<file path="src/rtl/five_bit_text_symbol_decoder_unit_macros.svh">
// Assertion macros used by the five-bit text symbol decoder back end.
`ifndef FIVE_BIT_TEXT_SYMBOL_DECODER_UNIT_MACROS_SVH
`define FIVE_BIT_TEXT_SYMBOL_DECODER_UNIT_MACROS_SVH
`ifndef NO_ASSERTIONS
`define FBTSD_ASSERT(lbl, clk, rstn, prop, msg) \
    lbl: assert property (@(posedge clk) disable iff (!rstn) prop) else $error(msg);
`define FBTSD_ASSERT_ALWAYS(lbl, clk, prop, msg) \
    lbl: assert property (@(posedge clk) prop) else $error(msg);
`else
`define FBTSD_ASSERT(lbl, clk, rstn, prop, msg)
`define FBTSD_ASSERT_ALWAYS(lbl, clk, prop, msg)
`endif
`endif

</file>
<file path="src/rtl/fbtsd_pkg.sv">
// Shared types, constants and the symbol expansion function of the text symbol decoder.
package fbtsd_pkg;

    localparam int QUEUE_DEPTH = 2;

    localparam logic [4:0] SYM_LAST_LETTER = 5'd25;
    localparam logic [4:0] SYM_SPACE       = 5'd26;
    localparam logic [4:0] SYM_DOT         = 5'd27;
    localparam logic [4:0] SYM_SLASH       = 5'd28;
    localparam logic [4:0] SYM_ESC_ONE     = 5'd29;
    localparam logic [4:0] SYM_ESC_TWO     = 5'd30;
    localparam logic [4:0] SYM_END         = 5'd31;
    localparam logic [4:0] SYM_DIGIT_BASE  = 5'd24;

    localparam logic [4:0] WORD_AND  = 5'd0;
    localparam logic [4:0] WORD_BANG = 5'd1;
    localparam logic [4:0] WORD_THE  = 5'd2;
    localparam logic [4:0] WORD_YOU  = 5'd3;

    localparam logic [7:0] CHR_A     = 8'h41;
    localparam logic [7:0] CHR_ZERO  = 8'h30;
    localparam logic [7:0] CHR_SPACE = 8'h20;
    localparam logic [7:0] CHR_DOT   = 8'h2E;
    localparam logic [7:0] CHR_SLASH = 8'h2F;
    localparam logic [7:0] CHR_STAR  = 8'h2A;
    localparam logic [7:0] CHR_BANG  = 8'h21;
    localparam logic [7:0] CHR_NUL   = 8'h00;

    localparam logic [3:0][7:0] STR_AND = {8'h20, 8'h44, 8'h4E, 8'h41};
    localparam logic [3:0][7:0] STR_THE = {8'h20, 8'h45, 8'h48, 8'h54};
    localparam logic [3:0][7:0] STR_YOU = {8'h20, 8'h55, 8'h4F, 8'h59};

    localparam logic [15:0] CAPACITY_RESET = 16'd200;

    typedef enum logic [1:0] {
        CFG_STOP_ON_END_CODE  = 2'd0,
        CFG_APPEND_TERMINATOR = 2'd1,
        CFG_OUT_CAPACITY      = 2'd2
    } cfg_index_t;

    typedef enum logic [1:0] {
        ESC_NONE  = 2'd0,
        ESC_ONE   = 2'd1,
        ESC_TWO   = 2'd2,
        ESC_THREE = 2'd3
    } esc_t;

    typedef struct packed {
        logic [4:0] symbol;
        logic       end_of_text;
    } in_t;

    typedef struct packed {
        logic [7:0] out_char;
        logic       has_char;
        logic       last;
        logic       status;
    } out_t;

    typedef struct packed {
        logic [3:0][7:0] chars;
        logic [2:0]      count;
        logic            stop;
        logic            eot;
    } cmd_t;

    typedef struct packed {
        logic        append_terminator;
        logic [15:0] out_capacity;
    } back_cfg_t;

    function automatic cmd_t expand(input esc_t esc, input logic [4:0] sym);
        cmd_t c;
        c = '0;
        unique case (esc)
            ESC_NONE: begin
                if (sym <= SYM_LAST_LETTER) begin
                    c.count    = 3'd1;
                    c.chars[0] = CHR_A + {3'b000, sym};
                end else begin
                    unique case (sym)
                        SYM_SPACE: begin
                            c.count    = 3'd1;
                            c.chars[0] = CHR_SPACE;
                        end
                        SYM_DOT: begin
                            c.count    = 3'd1;
                            c.chars[0] = CHR_DOT;
                        end
                        SYM_SLASH: begin
                            c.count    = 3'd1;
                            c.chars[0] = CHR_SLASH;
                        end
                        SYM_END: begin
                            c.count    = 3'd1;
                            c.chars[0] = CHR_NUL;
                        end
                        default: c.count = 3'd0;
                    endcase
                end
            end
            ESC_ONE: begin
                if (sym < SYM_DIGIT_BASE) begin
                    c.count    = 3'd2;
                    c.chars[0] = CHR_STAR;
                    c.chars[1] = CHR_A + {3'b000, sym};
                end else begin
                    c.count    = 3'd1;
                    c.chars[0] = CHR_ZERO + {3'b000, sym - SYM_DIGIT_BASE};
                end
            end
            default: begin
                unique case (sym)
                    WORD_AND: begin
                        c.count = 3'd4;
                        c.chars = STR_AND;
                    end
                    WORD_BANG: begin
                        c.count    = 3'd1;
                        c.chars[0] = CHR_BANG;
                    end
                    WORD_THE: begin
                        c.count = 3'd4;
                        c.chars = STR_THE;
                    end
                    WORD_YOU: begin
                        c.count = 3'd4;
                        c.chars = STR_YOU;
                    end
                    default: begin
                        c.count    = 3'd1;
                        c.chars[0] = CHR_SPACE;
                    end
                endcase
            end
        endcase
        return c;
    endfunction

endpackage

</file>
<file path="src/rtl/fbtsd_front.sv">
// Front end: accepts symbols, tracks the escape state and issues expansion commands.
module fbtsd_front (
    input  logic              aclk,
    input  logic              aresetn,
    input  logic              s_valid,
    output logic              s_ready,
    input  fbtsd_pkg::in_t    s_data,
    input  logic              stop_on_end_code,
    input  logic              q_ready,
    output logic              q_push,
    output fbtsd_pkg::cmd_t   q_cmd
);

    fbtsd_pkg::esc_t esc_reg, esc_next;
    logic            is_stop;

    assign s_ready = q_ready;
    assign q_push  = s_valid && q_ready;
    assign is_stop = (s_data.symbol == fbtsd_pkg::SYM_END) && stop_on_end_code;

    always_comb begin
        q_cmd      = fbtsd_pkg::expand(esc_reg, s_data.symbol);
        q_cmd.eot  = s_data.end_of_text;
        q_cmd.stop = is_stop;
        if (is_stop) begin
            q_cmd.count = 3'd0;
            q_cmd.chars = '0;
        end
    end

    always_comb begin
        esc_next = esc_reg;
        if (!is_stop) begin
            if (esc_reg == fbtsd_pkg::ESC_NONE) begin
                if (s_data.symbol == fbtsd_pkg::SYM_ESC_ONE) begin
                    esc_next = fbtsd_pkg::ESC_ONE;
                end else if (s_data.symbol == fbtsd_pkg::SYM_ESC_TWO) begin
                    esc_next = fbtsd_pkg::ESC_TWO;
                end
            end else begin
                esc_next = fbtsd_pkg::ESC_NONE;
            end
        end
        if (s_data.end_of_text) begin
            esc_next = fbtsd_pkg::ESC_NONE;
        end
    end

    always_ff @(posedge aclk) begin
        if (!aresetn) begin
            esc_reg <= fbtsd_pkg::ESC_NONE;
        end else if (q_push) begin
            esc_reg <= esc_next;
        end
    end

endmodule

</file>
<file path="src/rtl/fbtsd_queue.sv">
// Small command queue between the front end and the byte emitter.
module fbtsd_queue #(
    parameter int DEPTH = fbtsd_pkg::QUEUE_DEPTH
) (
    input  logic              aclk,
    input  logic              aresetn,
    input  logic              push,
    input  fbtsd_pkg::cmd_t   push_cmd,
    output logic              push_ready,
    input  logic              pop,
    output logic              head_valid,
    output fbtsd_pkg::cmd_t   head_cmd
);

    localparam int PW = (DEPTH > 1) ? $clog2(DEPTH) : 1;
    localparam int CW = $clog2(DEPTH + 1);

    fbtsd_pkg::cmd_t mem_reg [DEPTH];
    logic [PW-1:0]   wr_ptr_reg, wr_ptr_next;
    logic [PW-1:0]   rd_ptr_reg, rd_ptr_next;
    logic [CW-1:0]   count_reg, count_next;
    logic            do_push, do_pop;

    assign push_ready = (count_reg != CW'(DEPTH));
    assign head_valid = (count_reg != '0);
    assign head_cmd   = mem_reg[rd_ptr_reg];
    assign do_push    = push && push_ready;
    assign do_pop     = pop && head_valid;

    always_comb begin
        wr_ptr_next = wr_ptr_reg;
        rd_ptr_next = rd_ptr_reg;
        count_next  = count_reg;
        if (do_push) begin
            wr_ptr_next = (wr_ptr_reg == PW'(DEPTH - 1)) ? '0 : wr_ptr_reg + PW'(1);
        end
        if (do_pop) begin
            rd_ptr_next = (rd_ptr_reg == PW'(DEPTH - 1)) ? '0 : rd_ptr_reg + PW'(1);
        end
        if (do_push && !do_pop) begin
            count_next = count_reg + CW'(1);
        end else if (do_pop && !do_push) begin
            count_next = count_reg - CW'(1);
        end
    end

    always_ff @(posedge aclk) begin
        if (!aresetn) begin
            wr_ptr_reg <= '0;
            rd_ptr_reg <= '0;
            count_reg  <= '0;
        end else begin
            wr_ptr_reg <= wr_ptr_next;
            rd_ptr_reg <= rd_ptr_next;
            count_reg  <= count_next;
        end
    end

    always_ff @(posedge aclk) begin
        if (do_push) begin
            mem_reg[wr_ptr_reg] <= push_cmd;
        end
    end

endmodule

</file>
<file path="src/rtl/fbtsd_back.sv">
// Back end: emits one byte per cycle while the output is not stalled, counts against capacity and closes each text.
`include "five_bit_text_symbol_decoder_unit_macros.svh"
module fbtsd_back (
    input  logic                   aclk,
    input  logic                   aresetn,
    input  fbtsd_pkg::back_cfg_t   cfg,
    input  logic                   head_valid,
    input  fbtsd_pkg::cmd_t        head_cmd,
    output logic                   pop,
    output logic                   m_valid,
    input  logic                   m_ready,
    output fbtsd_pkg::out_t        m_data
);

    logic            m_valid_reg;
    fbtsd_pkg::out_t m_data_reg;
    logic [2:0]      idx_reg, idx_next;
    logic [15:0]     bytes_reg, bytes_next;
    logic            discarding_reg, discarding_next;
    logic            out_free, out_load, room;
    fbtsd_pkg::out_t out_next, fin_data, ovf_data;

    assign out_free = !m_valid_reg || m_ready;
    assign room     = bytes_reg < cfg.out_capacity;
    assign ovf_data = '{out_char: 8'h00, has_char: 1'b0, last: 1'b1, status: 1'b1};

    always_comb begin
        if (!cfg.append_terminator) begin
            fin_data = '{out_char: 8'h00, has_char: 1'b0, last: 1'b1, status: 1'b0};
        end else if (room) begin
            fin_data = '{out_char: 8'h00, has_char: 1'b1, last: 1'b1, status: 1'b0};
        end else begin
            fin_data = ovf_data;
        end
    end

    always_comb begin
        out_load        = 1'b0;
        out_next        = '0;
        pop             = 1'b0;
        idx_next        = idx_reg;
        bytes_next      = bytes_reg;
        discarding_next = discarding_reg;
        if (head_valid && out_free) begin
            if (discarding_reg) begin
                pop = 1'b1;
                if (head_cmd.eot) begin
                    discarding_next = 1'b0;
                    bytes_next      = '0;
                end
            end else if (head_cmd.stop) begin
                out_load = 1'b1;
                out_next = fin_data;
                pop      = 1'b1;
                idx_next = '0;
                if (head_cmd.eot) begin
                    bytes_next = '0;
                end else begin
                    discarding_next = 1'b1;
                end
            end else if (idx_reg < head_cmd.count) begin
                out_load = 1'b1;
                if (room) begin
                    out_next.out_char = head_cmd.chars[idx_reg[1:0]];
                    out_next.has_char = 1'b1;
                    bytes_next        = bytes_reg + 16'd1;
                    if ((idx_reg + 3'd1 == head_cmd.count) && !head_cmd.eot) begin
                        pop      = 1'b1;
                        idx_next = '0;
                    end else begin
                        idx_next = idx_reg + 3'd1;
                    end
                end else begin
                    out_next = ovf_data;
                    pop      = 1'b1;
                    idx_next = '0;
                    if (head_cmd.eot) begin
                        bytes_next = '0;
                    end else begin
                        discarding_next = 1'b1;
                    end
                end
            end else begin
                pop      = 1'b1;
                idx_next = '0;
                if (head_cmd.eot) begin
                    out_load   = 1'b1;
                    out_next   = fin_data;
                    bytes_next = '0;
                end
            end
        end
    end

    always_ff @(posedge aclk) begin
        if (!aresetn) begin
            m_valid_reg    <= 1'b0;
            idx_reg        <= '0;
            bytes_reg      <= '0;
            discarding_reg <= 1'b0;
        end else begin
            if (out_free) begin
                m_valid_reg <= out_load;
            end
            idx_reg        <= idx_next;
            bytes_reg      <= bytes_next;
            discarding_reg <= discarding_next;
        end
    end

    always_ff @(posedge aclk) begin
        if (out_load) begin
            m_data_reg <= out_next;
        end
    end

    assign m_valid = m_valid_reg;
    assign m_data  = m_data_reg;

    `FBTSD_ASSERT(a_ovf_is_last, aclk, aresetn, m_valid_reg && m_data_reg.status |-> m_data_reg.last && !m_data_reg.has_char, "overflow marker must be a bare last result")
    `FBTSD_ASSERT(a_bare_is_zero, aclk, aresetn, m_valid_reg && !m_data_reg.has_char |-> m_data_reg.out_char == 8'h00 && m_data_reg.last, "bare marker must be a zero last result")
    `FBTSD_ASSERT(a_discard_after_last, aclk, aresetn, $rose(discarding_reg) |-> m_valid_reg && m_data_reg.last, "discarding must follow a last result")
    `FBTSD_ASSERT(a_idx_in_range, aclk, aresetn, idx_reg <= 3'd4, "byte index beyond the longest expansion")

endmodule

</file>
<file path="src/rtl/five_bit_text_symbol_decoder_unit.sv">
// The first result of a symbol passes through the command queue and the output register after acceptance.
// The emitter gives one result byte per cycle while the output is not stalled; an end of text adds
// a closing result after its bytes, and escape openers give no result.
// Input takes a new symbol every cycle while the command queue has room.
// Reset (synchronous, active low) clears escape, byte count, discarding, queue and output.
// Top level of the five-bit text symbol decoder: configuration registers and the three stages.
module five_bit_text_symbol_decoder_unit #(
    parameter int QUEUE_DEPTH = fbtsd_pkg::QUEUE_DEPTH
) (
    input  logic              aclk,
    input  logic              aresetn,
    input  logic              s_valid,
    output logic              s_ready,
    input  fbtsd_pkg::in_t    s_data,
    output logic              m_valid,
    input  logic              m_ready,
    output fbtsd_pkg::out_t   m_data,
    input  logic              cfg_we,
    input  logic [1:0]        cfg_index,
    input  logic [15:0]       cfg_wdata
);

    logic                 stop_on_end_code_reg;
    logic                 append_terminator_reg;
    logic [15:0]          out_capacity_reg;
    fbtsd_pkg::back_cfg_t back_cfg;
    logic                 q_push, q_ready, q_pop, head_valid;
    fbtsd_pkg::cmd_t      push_cmd, head_cmd;

    always_ff @(posedge aclk) begin
        if (!aresetn) begin
            stop_on_end_code_reg  <= 1'b0;
            append_terminator_reg <= 1'b0;
            out_capacity_reg      <= fbtsd_pkg::CAPACITY_RESET;
        end else if (cfg_we) begin
            case (fbtsd_pkg::cfg_index_t'(cfg_index))
                fbtsd_pkg::CFG_STOP_ON_END_CODE:  stop_on_end_code_reg  <= cfg_wdata[0];
                fbtsd_pkg::CFG_APPEND_TERMINATOR: append_terminator_reg <= cfg_wdata[0];
                fbtsd_pkg::CFG_OUT_CAPACITY:      out_capacity_reg      <= cfg_wdata;
                default: ;
            endcase
        end
    end

    assign back_cfg.append_terminator = append_terminator_reg;
    assign back_cfg.out_capacity      = out_capacity_reg;

    fbtsd_front u_front (
        .aclk             (aclk),
        .aresetn          (aresetn),
        .s_valid          (s_valid),
        .s_ready          (s_ready),
        .s_data           (s_data),
        .stop_on_end_code (stop_on_end_code_reg),
        .q_ready          (q_ready),
        .q_push           (q_push),
        .q_cmd            (push_cmd)
    );

    fbtsd_queue #(
        .DEPTH (QUEUE_DEPTH)
    ) u_queue (
        .aclk       (aclk),
        .aresetn    (aresetn),
        .push       (q_push),
        .push_cmd   (push_cmd),
        .push_ready (q_ready),
        .pop        (q_pop),
        .head_valid (head_valid),
        .head_cmd   (head_cmd)
    );

    fbtsd_back u_back (
        .aclk       (aclk),
        .aresetn    (aresetn),
        .cfg        (back_cfg),
        .head_valid (head_valid),
        .head_cmd   (head_cmd),
        .pop        (q_pop),
        .m_valid    (m_valid),
        .m_ready    (m_ready),
        .m_data     (m_data)
    );

endmodule
</file>
<file path="config.mk">
export PLATFORM = sky130hd
export DESIGN_NAME = five_bit_text_symbol_decoder_unit
export DESIGN_NICKNAME = d
export VERILOG_FILES = /design/src/rtl/fbtsd_pkg.sv /design/src/rtl/fbtsd_front.sv /design/src/rtl/fbtsd_queue.sv /design/src/rtl/fbtsd_back.sv /design/src/rtl/five_bit_text_symbol_decoder_unit.sv
export VERILOG_INCLUDE_DIRS = /design/src /design/src/rtl
export SDC_FILE = /design/constraint.sdc
export NUM_CORES = 1
export LEC_CHECK = 0
export ABC_AREA = 1
export BUFFER_PORTS_ARGS = -buffer_cell sky130_fd_sc_hd__buf_4
export CORE_UTILIZATION = 45
export CTS_CLUSTER_SIZE = 24
export DETAILED_ROUTE_END_ITERATION = 16
export GPL_ROUTABILITY_DRIVEN = 0
export REMOVE_ABC_BUFFERS = 1
export SYNTH_ARGS = -nofsm -noshare
export SYNTH_HDL_FRONTEND = slang
export SYNTH_SLANG_ARGS = --single-unit
export TNS_END_PERCENT = 5
</file>
<file path="constraint.sdc">
create_clock -name aclk -period 2.9 [get_ports aclk]
set_input_delay 0.435 -clock aclk [delete_from_list [all_inputs] [get_ports aclk]]
set_output_delay 0.435 -clock aclk [all_outputs]
set_load 0.1 [all_outputs]
</file>
== Yosys cells after proc, flatten, opt, wreduce, memory -nomap -nowiden ==
Memories as Yosys holds them, arrays and structs flattened. A register that Yosys moved wholly into a read port is not among the register bits.
Cells that the tools add are included.

* Register bits: 56
* RAM bits: 70
* Output and inout port bits: 13
* Word-level logic and storage cells: 132
* Memories kept: 1

* Add/subtract/negate cells: 9
* Magnitude comparators: 5
* Eq/ne operators: 16
* Multiplexer cells: 58
* Bitwise logic cells: 2
* Reductions and logical operators: 26

{| class="wikitable"
|+ Memory list
! memory !! words !! width !! rd ports !! clocked after Yosys merged registers in !! wr ports !! RTL line !! source
|-
| u_queue.mem_reg || 2 || 35 || 1 || 1 || 1 || fbtsd_queue.sv:18 || <nowiki>fbtsd_pkg::cmd_t mem_reg [DEPTH];</nowiki>
|}

{| class="wikitable"
|+ Operators by type and width
! operator !! number
|-
| $mux W16 || 5
|-
| $mux W11 || 6
|-
| $pmux W22 S3 || 1
|-
| $pmux W10 S4 || 1
|-
| $mux W33 || 1
|-
| $eq A5 B5 Y1 const B || 6
|-
| $mux W1 || 23
|-
| $pmux W11 S2 || 1
|-
| $pmux W6 S3 || 1
|-
| $add A16 B1 Y16 const B || 1
|-
| $bmux W8 S2 || 1
|-
| $lt A16 B16 Y1 || 1
|-
| $mux W2 || 8
|-
| $mux W8 || 2
|-
| $pmux W8 S2 || 1
|-
| $mux W3 || 5
|-
| $mux W14 || 1
|-
| $eq A5 B2 Y1 const B || 2
|-
| $mux W9 || 1
|-
| $add A7 B5 Y8 const A || 1
|-
| $logic_and A1 B1 Y1 || 8
|-
| $reduce_and A2 Y1 || 4
|-
| $add A6 B5 Y7 const A || 1
|-
| $eq A5 B1 Y1 const B || 1
|-
| other kinds (23) || 33
|}

== Logic depth before layout (Yosys ltp) ==
* Depth after elaboration: 13
* Mapped depth: 18

== Modules after synthesis ==
Synthesis repeated with hierarchy kept, for this count alone.

* Cells, all modules: 830
* Area total of the unflattened synthesis: 7424.6 um2

{| class="wikitable"
|+ Modules (own cells, without submodules)
! module !! times used !! cells an instance !! area an instance (um2)
|-
| fbtsd_queue || 1 || 152 || 3062.9
|-
| fbtsd_back || 1 || 397 || 2668.8
|-
| fbtsd_front || 1 || 167 || 910.9
|-
| five_bit_text_symbol_decoder_unit || 1 || 114 || 782.0
|}

== Least setup slack after synthesis ==
No wires, ideal clock.

* Kind: reg-to-reg
* From: register u_queue.count_reg[0]
* To: memory u_queue.mem_reg[1][0] (netlist bit) (enable)
* Library setup time: 400 ps
* Arrival: 2277 ps
* Data required time: 2500 ps
* Setup slack: 223 ps
* Stages on the path, launching flop included: 5
* Clock period less this slack: 2677 ps
* Cells stage by stage: dfxtp_1 inv_1 nand2_1 nand2_1 nor2_1

* Word-level cells in the longest chain between the ends: 5

{| class="wikitable"
|+ Ends and longest elaborated chain
! what !! RTL line !! source
|-
| start: declaration || fbtsd_queue.sv:21 || <nowiki>logic [CW-1:0] count_reg, count_next;</nowiki>
|-
| start signal: assignment || fbtsd_queue.sv:55 || <nowiki>count_reg <= count_next;</nowiki>
|-
| $ne A2 B2 Y1 * || fbtsd_queue.sv:24 || <nowiki>assign push_ready = (count_reg != CW'(DEPTH));</nowiki>
|-
| net s_ready || five_bit_text_symbol_decoder_unit.sv:13 || <nowiki>output logic s_ready,</nowiki>
|-
| $logic_and A1 B1 Y1 || fbtsd_front.sv:18 || <nowiki>assign q_push = s_valid && q_ready;</nowiki>
|-
| $logic_and A1 B1 Y1 * || fbtsd_queue.sv:27 || <nowiki>assign do_push = push && push_ready;</nowiki>
|-
| $mux W1 * || fbtsd_queue.sv:60 || <nowiki>if (do_push) begin</nowiki>
|-
| $mux W1 (not written as such) * || fbtsd_queue.sv:61 || <nowiki>mem_reg[wr_ptr_reg] <= push_cmd;</nowiki>
|-
| end: declaration || fbtsd_queue.sv:18 ||
|}

Mark *: on every way through the listed nets, which the timed path passes. The rest lies on a longest branch.

==> summary.txt <==
Pre-CTS setup slack = 0.1988 ns
Count leader, synth = nand2_1
Fin. Hold Viols = 0
Final period utilization = 0.9153
Clk_skew = 0.008726 ns
Die height = 112.6 µm
Async SR Flop Fraction = 0
Fmax = 376.7 MHz
Top cell type by total area after synthesis = edfxtp_1
Warnings from Yosys = 0
RR Endpoint = u_queue.count_reg[1]
Synth top area share = 0.2835
List of most frequent post-synthesis cells = nand2_1 (136), inv_1 (90), nor2_1 (65)
R2R cell count = 16
Register area share after synthesis = 0.4507
Number of synthesized flops with an enable pin = 52
Area delta synth->final = 13.22%
Tightest Hold Check Type = in2reg
Share of layout cells above drive strength 1 = 0.1357
Root Buffer = clkbuf_16
Clock buffer depth = 2
Top cells by area, synth = edfxtp_1 (28%), dfxtp_1 (17%), nand2_1 (9.3%), ha_1 (6.4%), inv_1 (6.1%)
First DRT Iteration DRCs = 294
Worst-margin pin slew = 0.7879 ns
RSZ-0062 raised after global routing = no
Tmin final = 2.654 ns
Total CTS buffers = 9
Setup-failing EPs final = 0
Max reg flops = 42
Filler cells = 1115
Cells after Synth = 677
CTS H-tree lvls = 3
Maxcap violations = 0
Worst-Skew Late Latency = 0.35 ns
# hold bufs at CTS = 0
Crit Path Max Fanout = 5
I/O pins = 42
Critical path startpoint category = flop
Vias/cell = 5.293
Worst Setup End Kind = flop
Setup crit end = u_queue.count_reg[1]
CTS tree = done
Initial Util = 0.4605
Drt wl/cell = 14.30 µm
Peak supply drop = 0.5683 mV
Hold_ws = 0.3062 ns
DR vias = 4600
WP data arrival = 2.88 ns
Sum Neg Setup Slack = 0 ns
DIE AREA = 12690 µm²
Die Wd = 112.6 µm
DRC violations left = 0
Max Transition Viols Final = 0
DRT Pass-1 Iters = 5
Drt total wl = 12.43 mm
Maximum number of pins on one net before global-route repair = 26
Initial antenna violation count = 0
Worst Path Class, Setup = reg2reg
Power Density = 1045 nW/µm²
First-pass GRT wire length = 20.53 mm
Antenna Cells = 0
Overall Global Routing Usage = 0.2068
Status = complete, no violations
Worst setup margin = 0.2456 ns
Worst-path clk slew = 0.06 ns
Final HPWL DP = 8.946 mm
Reg2reg setup slack = 0.25 ns
Port bufs = 40
Main flop type after synthesis = edfxtp_1
Final ANT Viol Nets = 0
Gr ovfl total = 0
TritonCTS sink count = 98
Vias in the first global route = 4193
Worst path required time = 3.13 ns
Slew margin rel. = 0.4742
Synth Cell Area = 5508 µm²
Syn_area_per_cell = 8.136 µm²
Cell variety after synth = 45
Fin nets = 774
#FFs+latches synth = 98
Num rows = 40
Leakage = 2.716 nW
Core Area = 11960 µm²
Tot Pwr = 6.517 mW
[metrics by stage]
stage	instances	instance area (µm²)	utilization
2_1_floorplan	659	5401	-
5_1_grt	869	6236	0.5213
3_3_place_gp	853	5938	0.4964
3_5_place_dp	853	5938	0.4964
4_1_cts	869	6227	0.5206
6_report	869	6236	0.5213
[routing by layer]
layer / part of all wire / global-route usage / vias to the layer above
met2: 0.43 / 0.3115 / 123
met5: 0 / 0 / -
met3: 0.051 / 0.02862 / 11
met1: 0.51 / 0.2991 / 2147
li1: - / - / 2319
met4: 0.015 / 0.08267 / 0
[cell families (layout without fill, tap and decap cells)]
kind of cell | after synthesis | in the layout | synth area share
simple gates | 301 | 301 | 0.2515
fa+ha+maj | 28 | 28 | 0.06361
xor+xnor | 15 | 15 | 0.02385
flops | 98 | 98 | 0.4507
compound gates | 117 | 117 | 0.1229
other cells | 1 | 3 | 0.0006809
buf+inv | 117 | 160 | 0.08678
[repair_timing]
item	4_1_cts	5_1_grt
setup buffers	0	0
gates resized for setup	0	3
endpoints found under the setup margin	0	1
[critical path, stage by stage, from the launching register on]
cell and delay, ns:
dfxtp_1 0.32, inv_2 0.11, nand2_1 0.11, o21ai_4 0.09, inv_2 0.05, ha_1 0.32, a21o_1 0.22, a31oi_4 0.23
nand4_2 0.14, nor2_1 0.13, nor2_2 0.05, inv_1 0.07, ha_1 0.24, a21oi_1 0.11, o21ai_0 0.14, o21ai_1 0.16
a21oi_1 0.05
[layout make-up]
cell class                      instances  area, µm²  area share
Multi-Input combinational cell        464       2562      0.4109
Clock buffer                           11      232.7     0.03732
Tap cell                              147      183.9     0.02949
Inverter                               97      364.1     0.05839
Sequential cell                        98       2484      0.3983
Timing Repair Buffer                   47      352.8     0.05658
Clock inverter                          5      56.30    0.009029
[cell usage in the layout (no fill, tap or decap), types with 2 or more instances in the layout]
master and n:
a211oi_1 3, a21oi_1 53, a21oi_2 2, a21oi_4 2, a31oi_1 3, buf_4 47
clkbuf_1 2, clkbuf_16 9, clkinv_1 2, clkinv_2 2, conb_1 3, dfxtp_1 45
edfxtp_1 52, ha_1 28, inv_1 90, inv_2 5, nand2_1 136, nand2_2 4
nand3_1 48, nand3_2 3, nand4_1 4, nor2_1 65, nor2_2 3, nor2_4 5
nor3_1 20, nor3_2 4, nor4_1 3, nor4_2 2, o211ai_1 4, o21ai_0 38
o21ai_1 3, o31ai_1 2, xnor2_1 4, xor2_1 11
[report_power, final]
group / switching [mW] / internal [mW]
Clock: 0.516 / 0.668
Combinational: 2.25 / 0.930
Sequential: 0.286 / 1.87
Total: 3.05 / 3.47
[worst min-delay path by stage]
stage / from / to / slack, ns / cells after the start
floorplan: out_capacity_reg[10] / out_capacity_reg[10] / 0.43 / 2
global placement: out_capacity_reg[1] / out_capacity_reg[1] / 0.45 / 2
detailed placement: out_capacity_reg[4] / out_capacity_reg[4] / 0.46 / 2
CTS: s_data[0] / u_queue.mem_reg[0][0] / 0.30 / 1
global route: s_data[0] / u_queue.mem_reg[0][0] / 0.30 / 1
finish: s_data[0] / u_queue.mem_reg[0][0] / 0.31 / 1
Power figures use the tool's default switching activity.
